### config.mk
export PLATFORM = sky130hd
export DESIGN_NAME = linear_probe_hash_table
export DESIGN_NICKNAME = d
export VERILOG_FILES = /design/src/design/lpht_pkg.sv /design/src/design/lpht_ram.sv /design/src/design/linear_probe_hash_table.sv
export SDC_FILE = /design/constraint.sdc
export NUM_CORES = 2
export LEC_CHECK = 0
export ABC_AREA = 0
export BUFFER_PORTS_ARGS = -buffer_cell sky130_fd_sc_hd__buf_2
export CAP_MARGIN = 30
export CORE_ASPECT_RATIO = 1.5
export CORE_MARGIN = 3
export CORE_UTILIZATION = 40
export CTS_CLUSTER_SIZE = 10
export DETAILED_ROUTE_END_ITERATION = 12
export GPL_ROUTABILITY_DRIVEN = 0
export PLACE_DENSITY_LB_ADDON = 0.25
export REMOVE_ABC_BUFFERS = 1
export SLEW_MARGIN = 40
export SYNTH_ARGS = -nofsm -noshare
export SYNTH_HDL_FRONTEND = slang
export SYNTH_SLANG_ARGS = --single-unit
export TNS_END_PERCENT = 1
### constraint.sdc
create_clock -name i_clk -period 10 [get_ports i_clk]
set_clock_uncertainty 0.1 [all_clocks]
set_input_delay 1.5 -clock i_clk [delete_from_list [all_inputs] [get_ports i_clk]]
set_output_delay 1.5 -clock i_clk [all_outputs]
set_load 0.05 [all_outputs]
### src/design/lpht_pkg.sv
// Shared constants and types for the linear-probing hash table.
package lpht_pkg;

    localparam int SLOTS_DEF     = 16;
    localparam int KEY_BYTES_DEF = 8;

    localparam int LEN_W     = 5;
    localparam int OP_W      = 2;
    localparam int STATUS_W  = 2;
    localparam int KEY_W     = 64;
    localparam int VALUE_W   = 64;
    localparam int MARK_W    = 2;

    localparam logic [LEN_W-1:0] TLEN_RESET = 5'd16;

    typedef enum logic [OP_W-1:0] {
        OP_INSERT = 2'd0,
        OP_FIND   = 2'd1,
        OP_REMOVE = 2'd2
    } t_op;

    typedef enum logic [STATUS_W-1:0] {
        ST_DONE      = 2'd0,
        ST_NOT_FOUND = 2'd1,
        ST_DUPLICATE = 2'd2,
        ST_FULL      = 2'd3
    } t_status;

    typedef enum logic [MARK_W-1:0] {
        MARK_EMPTY   = 2'd0,
        MARK_USED    = 2'd1,
        MARK_DELETED = 2'd2
    } t_mark;

endpackage

### src/design/lpht_ram.sv
// Generic single-write, single-read RAM with registered read data.
module lpht_ram #(
    parameter int WIDTH = 8,
    parameter int DEPTH = 16
) (
    input  logic                     i_clk,
    input  logic                     i_we,
    input  logic [$clog2(DEPTH)-1:0] i_waddr,
    input  logic [WIDTH-1:0]         i_wdata,
    input  logic [$clog2(DEPTH)-1:0] i_raddr,
    output logic [WIDTH-1:0]         o_rdata
);

    logic [WIDTH-1:0] r_mem [DEPTH];
    logic [WIDTH-1:0] r_rdata;

    always_ff @(posedge i_clk) begin
        if (i_we) begin
            r_mem[i_waddr] <= i_wdata;
        end
        r_rdata <= r_mem[i_raddr];
    end

    assign o_rdata = r_rdata;

endmodule

### src/design/linear_probe_hash_table.sv
// Top level of the hash table with open addressing and linear probing.
//
//   Channel   Direction  Handshake                    Contents
//   s_axis    in         s_axis_tvalid/tready         tuser: op; tdata: key, value
//   m_axis    out        m_axis_tvalid/tready         tuser: status; tdata: value_out
//   cfg       in         i_cfg_we                     i_cfg_wdata: table_length
//
// After reset a clearing pass marks all SLOTS slots empty. A request's KEY_BYTES key
// bytes are summed (the byte sum is SUM_W bits wide, 11 for eight bytes), the sum is
// reduced modulo the used length (table_length held to 1..SLOTS) and 1 to that many
// probes follow, then a write on a successful insert or remove; an unused op goes to output.
// One shared adder serves byte sum, remainder and slot advance; each probe is one read.
// A result waits in the output register; a request finishing before it drains waits too.
module linear_probe_hash_table #(
    parameter int SLOTS     = lpht_pkg::SLOTS_DEF,
    parameter int KEY_BYTES = lpht_pkg::KEY_BYTES_DEF
) (
    input  logic                                            i_clk,
    input  logic                                            i_rst_n,
    input  logic                                            s_axis_tvalid,
    output logic                                            s_axis_tready,
    // Fields from bit 0: key (64), value (64).
    input  logic [lpht_pkg::KEY_W+lpht_pkg::VALUE_W-1:0]    s_axis_tdata,
    // Fields from bit 0: op (2).
    input  logic [lpht_pkg::OP_W-1:0]                       s_axis_tuser,
    output logic                                            m_axis_tvalid,
    input  logic                                            m_axis_tready,
    // Fields from bit 0: value_out (64).
    output logic [lpht_pkg::VALUE_W-1:0]                    m_axis_tdata,
    // Fields from bit 0: status (2).
    output logic [lpht_pkg::STATUS_W-1:0]                   m_axis_tuser,
    input  logic                                            i_cfg_we,
    input  logic [lpht_pkg::LEN_W-1:0]                      i_cfg_wdata
);

    localparam int IW    = $clog2(SLOTS);
    localparam int KW    = 8 * KEY_BYTES;
    localparam int VW    = lpht_pkg::VALUE_W;
    localparam int LW    = lpht_pkg::LEN_W;
    localparam int SW    = $clog2(255 * KEY_BYTES + 1);
    localparam int MAXW0 = (SW > IW) ? SW : IW;
    localparam int MAXW1 = (MAXW0 > LW + 1) ? MAXW0 : LW + 1;
    localparam int AW    = MAXW1 + 1;

    typedef enum logic [7:0] {
        S_CLEAR = 8'b0000_0001,
        S_IDLE  = 8'b0000_0010,
        S_SUM   = 8'b0000_0100,
        S_MOD   = 8'b0000_1000,
        S_CHECK = 8'b0001_0000,
        S_WRITE = 8'b0010_0000,
        S_OUT   = 8'b0100_0000
    } t_state;

    t_state                   r_state, n_state;
    logic [LW-1:0]            r_tlen;
    logic [IW-1:0]            r_clr, n_clr;
    logic [lpht_pkg::OP_W-1:0] r_op, n_op;
    logic [KW-1:0]            r_key, n_key;
    logic [KW-1:0]            r_ksh, n_ksh;
    logic [VW-1:0]            r_value, n_value;
    logic [LW-1:0]            r_n, n_n;
    logic [LW-1:0]            r_cnt, n_cnt;
    logic [SW-1:0]            r_acc, n_acc;
    logic [LW-1:0]            r_rem, n_rem;
    logic [IW-1:0]            r_h, n_h;
    logic                     r_free_v, n_free_v;
    logic [IW-1:0]            r_waddr, n_waddr;
    lpht_pkg::t_mark          r_wmark, n_wmark;
    lpht_pkg::t_status        r_res_st, n_res_st;
    logic [VW-1:0]            r_res_val, n_res_val;
    logic                     r_out_valid, n_out_valid;
    lpht_pkg::t_status        r_out_st, n_out_st;
    logic [VW-1:0]            r_out_val, n_out_val;

    logic [LW-1:0]            len_use;
    logic [AW-1:0]            alu_a, alu_b, alu_y;
    logic                     alu_sub;
    logic [IW-1:0]            h_next;
    logic [lpht_pkg::MARK_W-1:0] rd_mark;
    logic [KW+VW-1:0]         rd_kv;
    logic                     kv_we, mk_we;
    logic [IW-1:0]            mk_waddr;
    logic [lpht_pkg::MARK_W-1:0] mk_wdata;
    logic                     in_acc;
    logic                     is_empty, is_match, last_probe;

    assign in_acc = s_axis_tvalid && s_axis_tready;
    assign s_axis_tready = (r_state == S_IDLE);

    always_comb begin
        if (r_tlen == '0) begin
            len_use = LW'(1);
        end else if (32'(r_tlen) > 32'(SLOTS)) begin
            len_use = LW'(SLOTS);
        end else begin
            len_use = r_tlen;
        end
    end

    always_comb begin
        alu_a   = '0;
        alu_b   = '0;
        alu_sub = 1'b0;
        case (r_state)
            S_SUM: begin
                alu_a = AW'(r_acc);
                alu_b = AW'(r_ksh[7:0]);
            end
            S_MOD: begin
                alu_a   = AW'({r_rem, r_acc[SW-1]});
                alu_b   = AW'(r_n);
                alu_sub = 1'b1;
            end
            S_CHECK: begin
                alu_a = AW'(r_h);
                alu_b = AW'(1);
            end
            default: begin
                alu_a = '0;
            end
        endcase
        alu_y = alu_sub ? (alu_a - alu_b) : (alu_a + alu_b);
    end

    assign h_next = (alu_y == AW'(r_n)) ? '0 : alu_y[IW-1:0];

    assign is_empty   = (rd_mark == lpht_pkg::MARK_EMPTY);
    assign is_match   = (rd_mark == lpht_pkg::MARK_USED) && (rd_kv[KW-1:0] == r_key);
    assign last_probe = ((r_cnt + LW'(1)) == r_n);

    always_comb begin
        n_state     = r_state;
        n_clr       = r_clr;
        n_op        = r_op;
        n_key       = r_key;
        n_ksh       = r_ksh;
        n_value     = r_value;
        n_n         = r_n;
        n_cnt       = r_cnt;
        n_acc       = r_acc;
        n_rem       = r_rem;
        n_h         = r_h;
        n_free_v    = r_free_v;
        n_waddr     = r_waddr;
        n_wmark     = r_wmark;
        n_res_st    = r_res_st;
        n_res_val   = r_res_val;
        n_out_valid = r_out_valid && !m_axis_tready;
        n_out_st    = r_out_st;
        n_out_val   = r_out_val;
        case (r_state)
            S_CLEAR: begin
                n_clr = r_clr + IW'(1);
                if (r_clr == IW'(SLOTS - 1)) begin
                    n_state = S_IDLE;
                end
            end
            S_IDLE: begin
                if (in_acc) begin
                    n_op      = s_axis_tuser;
                    n_key     = s_axis_tdata[KW-1:0];
                    n_ksh     = s_axis_tdata[KW-1:0];
                    n_value   = s_axis_tdata[lpht_pkg::KEY_W +: VW];
                    n_n       = len_use;
                    n_cnt     = '0;
                    n_acc     = '0;
                    n_rem     = '0;
                    n_free_v  = 1'b0;
                    n_res_st  = lpht_pkg::ST_NOT_FOUND;
                    n_res_val = '0;
                    if (s_axis_tuser inside {lpht_pkg::OP_INSERT, lpht_pkg::OP_FIND,
                                             lpht_pkg::OP_REMOVE}) begin
                        n_state = S_SUM;
                    end else begin
                        n_state = S_OUT;
                    end
                end
            end
            S_SUM: begin
                n_acc = alu_y[SW-1:0];
                n_ksh = r_ksh >> 8;
                n_cnt = r_cnt + LW'(1);
                if (r_cnt == LW'(KEY_BYTES - 1)) begin
                    n_cnt   = '0;
                    n_state = S_MOD;
                end
            end
            S_MOD: begin
                n_acc = r_acc << 1;
                if (alu_y[AW-1]) begin
                    n_rem = {r_rem[LW-2:0], r_acc[SW-1]};
                end else begin
                    n_rem = alu_y[LW-1:0];
                end
                n_cnt = r_cnt + LW'(1);
                if (r_cnt == LW'(SW - 1)) begin
                    n_cnt   = '0;
                    n_h     = IW'(n_rem);
                    n_state = S_CHECK;
                end
            end
            S_CHECK: begin
                if (!r_free_v && !is_match && (rd_mark != lpht_pkg::MARK_USED)) begin
                    n_free_v = 1'b1;
                    n_waddr  = r_h;
                end
                if (is_empty || is_match || last_probe) begin
                    n_state = S_OUT;
                    case (r_op)
                        lpht_pkg::OP_INSERT: begin
                            if (is_match) begin
                                n_res_st = lpht_pkg::ST_DUPLICATE;
                            end else if (n_free_v) begin
                                n_res_st = lpht_pkg::ST_DONE;
                                n_wmark  = lpht_pkg::MARK_USED;
                                n_state  = S_WRITE;
                            end else begin
                                n_res_st = lpht_pkg::ST_FULL;
                            end
                        end
                        lpht_pkg::OP_FIND: begin
                            if (is_match) begin
                                n_res_st  = lpht_pkg::ST_DONE;
                                n_res_val = rd_kv[KW +: VW];
                            end
                        end
                        lpht_pkg::OP_REMOVE: begin
                            if (is_match) begin
                                n_res_st = lpht_pkg::ST_DONE;
                                n_waddr  = r_h;
                                n_wmark  = lpht_pkg::MARK_DELETED;
                                n_state  = S_WRITE;
                            end
                        end
                        default: begin
                            n_res_st = lpht_pkg::ST_NOT_FOUND;
                        end
                    endcase
                end else begin
                    n_h   = h_next;
                    n_cnt = r_cnt + LW'(1);
                end
            end
            S_WRITE: begin
                n_state = S_OUT;
            end
            S_OUT: begin
                if (!r_out_valid || m_axis_tready) begin
                    n_out_valid = 1'b1;
                    n_out_st    = r_res_st;
                    n_out_val   = r_res_val;
                    n_state     = S_IDLE;
                end
            end
            default: begin
                n_state = S_IDLE;
            end
        endcase
    end

    always_ff @(posedge i_clk) begin
        if (!i_rst_n) begin
            r_state     <= S_CLEAR;
            r_clr       <= '0;
            r_tlen      <= lpht_pkg::TLEN_RESET;
            r_out_valid <= 1'b0;
        end else begin
            r_state     <= n_state;
            r_clr       <= n_clr;
            r_out_valid <= n_out_valid;
            if (i_cfg_we) begin
                r_tlen <= i_cfg_wdata;
            end
        end
    end

    always_ff @(posedge i_clk) begin
        r_op      <= n_op;
        r_key     <= n_key;
        r_ksh     <= n_ksh;
        r_value   <= n_value;
        r_n       <= n_n;
        r_cnt     <= n_cnt;
        r_acc     <= n_acc;
        r_rem     <= n_rem;
        r_h       <= n_h;
        r_free_v  <= n_free_v;
        r_waddr   <= n_waddr;
        r_wmark   <= n_wmark;
        r_res_st  <= n_res_st;
        r_res_val <= n_res_val;
        r_out_st  <= n_out_st;
        r_out_val <= n_out_val;
    end

    assign kv_we    = (r_state == S_WRITE) && (r_wmark == lpht_pkg::MARK_USED);
    assign mk_we    = (r_state == S_CLEAR) || (r_state == S_WRITE);
    assign mk_waddr = (r_state == S_CLEAR) ? r_clr : r_waddr;
    assign mk_wdata = (r_state == S_CLEAR) ? lpht_pkg::MARK_EMPTY : r_wmark;

    lpht_ram #(
        .WIDTH (KW + VW),
        .DEPTH (SLOTS)
    ) u_kv_ram (
        .i_clk   (i_clk),
        .i_we    (kv_we),
        .i_waddr (r_waddr),
        .i_wdata ({r_value, r_key}),
        .i_raddr (n_h),
        .o_rdata (rd_kv)
    );

    lpht_ram #(
        .WIDTH (lpht_pkg::MARK_W),
        .DEPTH (SLOTS)
    ) u_mark_ram (
        .i_clk   (i_clk),
        .i_we    (mk_we),
        .i_waddr (mk_waddr),
        .i_wdata (mk_wdata),
        .i_raddr (n_h),
        .o_rdata (rd_mark)
    );

    assign m_axis_tvalid = r_out_valid;
    assign m_axis_tuser  = r_out_st;
    assign m_axis_tdata  = r_out_val;

endmodule

==> flow_results.xml <==
<?xml version="1.0" encoding="UTF-8"?>
<metrics>
  <group name="run_status">
    <metric name="status" unit="">complete, no violations</metric>
  </group>
  <group name="synthesis">
    <metric name="synth.cell_area" unit="mm2">0.100</metric>
    <metric name="sequential_cell_area_fraction_in_the_yosys_report" unit="">0.760</metric>
    <metric name="synth_seq_cells" unit="">2590</metric>
    <metric name="postSynthAreaPerCell" unit="um2">15.7</metric>
    <metric name="largest_family_of_logic_cells_by_synthesized_area" unit="">compound AO/OA/AOI/OAI gates</metric>
    <metric name="synth_enable_flop_cells" unit="">2439</metric>
    <metric name="synth-adder-area-share" unit="">0.00282</metric>
    <metric name="yosys.area_share.xor_xnor" unit="">0.00737</metric>
    <metric name="synth_area_leader_cell" unit="">sky130_fd_sc_hd__edfxtp_1</metric>
    <metric name="asyncSetResetFlopFracSynth" unit="">0</metric>
    <metric name="yosys-top-cells-area" unit="">sky130_fd_sc_hd__edfxtp_1, sky130_fd_sc_hd__a211oi_1, sky130_fd_sc_hd__and3_1</metric>
    <metric name="synth-warning-count" unit="">0</metric>
    <metric name="synthCells" unit="">6384</metric>
    <metric name="synth_simple_gate_area_frac" unit="">0.0735</metric>
    <metric name="synth-compound-area-share" unit="">0.112</metric>
    <metric name="synth_ff_type" unit="">sky130_fd_sc_hd__edfxtp_1</metric>
    <metric name="share_of_synthesized_area_spent_on_multiplexers" unit="">0.0241</metric>
    <metric name="yosys.cell_types.count" unit="">79</metric>
    <metric name="synth_largest_type_area_fraction" unit="">0.730</metric>
  </group>
  <group name="route">
    <metric name="drtIter0Drc" unit="">5850</metric>
    <metric name="wl_per_cell" unit="um">29.4</metric>
    <metric name="post-route-drc-count" unit="">0</metric>
    <metric name="drt-total-wl" unit="mm">295</metric>
    <metric name="vias_per_cell" unit="">5.96</metric>
    <metric name="antenna_left" unit="">0</metric>
    <metric name="vias" unit="">59877</metric>
    <metric name="drt_first_pass_iters" unit="">6</metric>
  </group>
  <group name="sta">
    <metric name="layout_setup_ws" unit="ns">2.06</metric>
    <metric name="finalCritPeriodShare" unit="">0.794</metric>
    <metric name="final-max-slew-violation-count" unit="">0</metric>
    <metric name="fmax" unit="GHz">0.126</metric>
    <metric name="setup_total_negative_slack" unit="ns">0</metric>
    <metric name="final_period_minus_worst_setup_slack" unit="ns">7.94</metric>
    <metric name="rsz0062_at_grt" unit="">no</metric>
    <metric name="setup_viol_count_final" unit="">0</metric>
    <metric name="hold_viol_final" unit="">0</metric>
    <metric name="max_slew.worst_pin.slew" unit="ns">0.947</metric>
    <metric name="max_slew_margin" unit="">0.368</metric>
    <metric name="hold_ws" unit="ns">0.309</metric>
  </group>
  <group name="power_and_ir_drop">
    <metric name="leakagePower" unit="nW">37.5</metric>
    <metric name="comb_power_share" unit="">0.009</metric>
    <metric name="cellInternalPower" unit="mW">17.6</metric>
    <metric name="vdd_ir_drop_max" unit="mV">0.122</metric>
    <metric name="power.share.clock" unit="">0.453</metric>
    <metric name="power_switching_share" unit="">0.198</metric>
    <metric name="seqPwrFrac" unit="">0.538</metric>
    <metric name="total_power" unit="mW">21.9</metric>
    <metric name="power_switching" unit="mW">4.33</metric>
    <metric name="powerDensity" unit="mW/mm2">191</metric>
  </group>
  <group name="hold_path">
    <metric name="min_path_type" unit="">register to register</metric>
  </group>
  <group name="placement">
    <metric name="dp_slack" unit="ns">2.09</metric>
    <metric name="number_of_buffers_added_on_ports" unit="">207</metric>
    <metric name="placement.cell_area" unit="mm2">0.106</metric>
    <metric name="detailed_place_hpwl" unit="mm">150</metric>
  </group>
  <group name="clock_tree">
    <metric name="worstSkewPairLatency" unit="ns">0.85</metric>
    <metric name="cts.hold.buffers_added" unit="">0</metric>
    <metric name="clock-root-buffer" unit="">sky130_fd_sc_hd__clkbuf_16</metric>
    <metric name="cts_setup_buffers" unit="">0</metric>
    <metric name="cts_max_path_buffers" unit="">4</metric>
    <metric name="clkSinkCount" unit="">2590</metric>
    <metric name="clock_tree_from_tritoncts" unit="">done</metric>
    <metric name="htree_levels" unit="">5</metric>
    <metric name="cts-buffers-inserted" unit="">302</metric>
    <metric name="clkTransAtPathRegs" unit="ns">0.06</metric>
    <metric name="cts.repair.resized" unit="">0</metric>
  </group>
  <group name="die">
    <metric name="initial_utilization" unit="">0.403</metric>
    <metric name="core_area" unit="mm2">0.249</metric>
    <metric name="fp-row-count" unit="">224</metric>
    <metric name="die_h" unit="um">620</metric>
    <metric name="io_pins" unit="">208</metric>
    <metric name="floorplan.die_area" unit="mm2">0.257</metric>
    <metric name="dieWidth" unit="um">415</metric>
  </group>
  <group name="final_layout">
    <metric name="stdcell_area" unit="mm2">0.114</metric>
    <metric name="layout-drive-gt1-share" unit="">0.117</metric>
    <metric name="areaGrowthSynthToFinish" unit="%">14.0</metric>
    <metric name="layout.area.seq" unit="mm2">0.0763</metric>
    <metric name="nets" unit="">6725</metric>
    <metric name="filler_cell_count" unit="">21409</metric>
    <metric name="multi_input_area" unit="mm2">0.0223</metric>
  </group>
  <group name="global_route">
    <metric name="antenna_found_initial" unit="">18</metric>
    <metric name="grt_first_pass_wirelength" unit="mm">425</metric>
    <metric name="first_global_vias" unit="">61161</metric>
    <metric name="gr-usage-all-layers" unit="">0.223</metric>
    <metric name="grt.overflow.total" unit="">0</metric>
    <metric name="grt_start_max_net_pins" unit="">163</metric>
  </group>
  <group name="setup_path">
    <metric name="ff2ff_setup_slack" unit="ns">2.06</metric>
    <metric name="critical_path.startpoint" unit="">r_state[2]$_SDFFE_PN0P_</metric>
    <metric name="endpoint" unit="">u_kv_ram.o_rdata[110]$_DFF_P_</metric>
    <metric name="crit_path_max_fanout" unit="">98</metric>
    <metric name="startpoint_type" unit="">register</metric>
    <metric name="timing.reg2reg.worst_path_depth" unit="">20</metric>
    <metric name="cp.arrival" unit="ns">8.59</metric>
    <metric name="timing_worst_setup_path_type" unit="">register to register</metric>
    <metric name="cp-end-kind" unit="">register</metric>
    <metric name="crit-reg2reg-launch" unit="">r_state[2]$_SDFFE_PN0P_</metric>
    <metric name="worst_r2r_endpoint" unit="">u_kv_ram.o_rdata[110]$_DFF_P_</metric>
    <metric name="timing.critical_path.required" unit="ns">10.65</metric>
  </group>
  <group name="flow_run">
    <metric name="timing.max_cap.violations" unit="">0</metric>
  </group>
</metrics>
==> layout make-up <==
class / instances / area share
clock buffers: 485 / 0.0738
multi-input cells: 3290 / 0.195
well taps: 3277 / 0.0358
inverters: 26 / 0.00132
diodes: 3 / 0.0000656
clock inverters: 16 / 0.00149
flip-flops and latches: 2590 / 0.666
repair buffers: 353 / 0.0265
==> power groups by stage <==
stage                     combinational [mW]  clock [mW]  sequential, mW
final                                  0.195        9.92            11.8
after global routing                   0.214        10.5            11.8
after CTS                              0.197        10.1            11.8
after detailed placement               0.195           0            12.0
after global placement                 0.194           0            12.0
after floorplan                       0.0957           0            12.0
==> layout by cell type, fill, tap and decap left out, drive strengths merged, types with 60 or more instances in the layout <==
master | Yosys | layout
a21oi | 231 | 231
nor2 | 118 | 118
clkbuf | 360 | 485
dfxtp | 151 | 151
and2 | 80 | 80
xor2 | 66 | 66
a221oi | 112 | 112
a311o | 60 | 60
nand2 | 645 | 645
edfxtp | 2439 | 2439
a211oi | 534 | 534
o21ai | 119 | 119
buf | 118 | 353
and3 | 484 | 484
mux2i | 237 | 237
a32oi | 82 | 82
==> worst max-delay path: stages (launching register included) <==
cell,delay [ns]
sky130_fd_sc_hd__dfxtp_1,0.45
sky130_fd_sc_hd__nor3_2,0.40
sky130_fd_sc_hd__nand3_1,0.61
sky130_fd_sc_hd__inv_4,0.84
sky130_fd_sc_hd__nor2_1,0.21
sky130_fd_sc_hd__o211ai_1,0.22
sky130_fd_sc_hd__o21ai_0,0.12
sky130_fd_sc_hd__ha_1,0.38
sky130_fd_sc_hd__o21a_1,0.18
sky130_fd_sc_hd__o31a_1,0.22
sky130_fd_sc_hd__o211ai_1,0.19
sky130_fd_sc_hd__nor4b_1,0.45
sky130_fd_sc_hd__nor3_1,0.12
sky130_fd_sc_hd__or4_4,0.58
sky130_fd_sc_hd__and3_1,0.28
sky130_fd_sc_hd__nor2_4,0.14
sky130_fd_sc_hd__buf_12,0.49
sky130_fd_sc_hd__buf_4,0.73
sky130_fd_sc_hd__nor2_1,0.42
sky130_fd_sc_hd__a32oi_1,0.30
sky130_fd_sc_hd__a32o_1,0.19
==> synth_stat cells (60+ instances only) <==
cell and n:
sky130_fd_sc_hd__a32oi_1 82, sky130_fd_sc_hd__dfxtp_1 151, sky130_fd_sc_hd__buf_2 82, sky130_fd_sc_hd__edfxtp_1 2439
sky130_fd_sc_hd__and3_1 484, sky130_fd_sc_hd__a211oi_1 484, sky130_fd_sc_hd__xor2_1 66, sky130_fd_sc_hd__nand2_1 645
sky130_fd_sc_hd__mux2i_1 237, sky130_fd_sc_hd__nor2_1 115, sky130_fd_sc_hd__clkbuf_1 360, sky130_fd_sc_hd__a221oi_1 112
sky130_fd_sc_hd__a21oi_1 230, sky130_fd_sc_hd__a311o_1 60, sky130_fd_sc_hd__and2_1 80, sky130_fd_sc_hd__o21ai_0 73
==> cells by family after synthesis <==
kind of cell	Yosys count
compound gates	1474
fa+ha+maj	22
simple gates	1471
xor+xnor	82
mux	241
buf+inv	504
flops	2590
==> stage by stage <==
stage,cells,util
2_1_floorplan,5906,-
3_3_place_gp,9509,0.423
3_5_place_dp,9531,0.425
4_1_cts,10032,0.459
5_1_grt,10038,0.460
6_report,10040,0.460
==> sequential cells by signal, indices dropped and copies added, names as in the netlist, 7 cells and up <==
register and flops:
m_axis_tdata 64, r_acc 11, r_key 64, r_ksh 64, r_res_val 64, r_state 7, r_value 64, u_kv_ram.o_rdata 128
u_kv_ram.r_mem 2048, u_mark_ram.r_mem 32
==> worst min-delay path by stage <==
stage | end | slack [ns] | from | cells after the start
6_report | m_axis_tdata[45]$_DFFE_PP_ | 0.31 | r_res_val[45]$_SDFFCE_PP0P_ | 0
5_1_grt | m_axis_tdata[22]$_DFFE_PP_ | 0.32 | r_res_val[22]$_SDFFCE_PP0P_ | 0
4_1_cts | m_axis_tdata[8]$_DFFE_PP_ | 0.32 | r_res_val[8]$_SDFFCE_PP0P_ | 0
3_5_place_dp | m_axis_tdata[17]$_DFFE_PP_ | 0.30 | r_res_val[17]$_SDFFCE_PP0P_ | 0
3_3_place_gp | m_axis_tdata[5]$_DFFE_PP_ | 0.30 | r_res_val[5]$_SDFFCE_PP0P_ | 0
2_1_floorplan | m_axis_tdata[0]$_DFFE_PP_ | 0.30 | r_res_val[0]$_SDFFCE_PP0P_ | 0
==> metal layers <==
layer / part of all wire / up-vias / wire, um / track usage
met1: 0.40 / 31014 / 119000 / 0.290
met5: 0.00027 / - / 81 / 0
met4: 0.036 / 12 / 10500 / 0.0810
met3: 0.065 / 572 / 19100 / 0.0301
li1: - / 25763 / - / -
met2: 0.50 / 2516 / 146000 / 0.384
(Power assumes the default switching activity.)
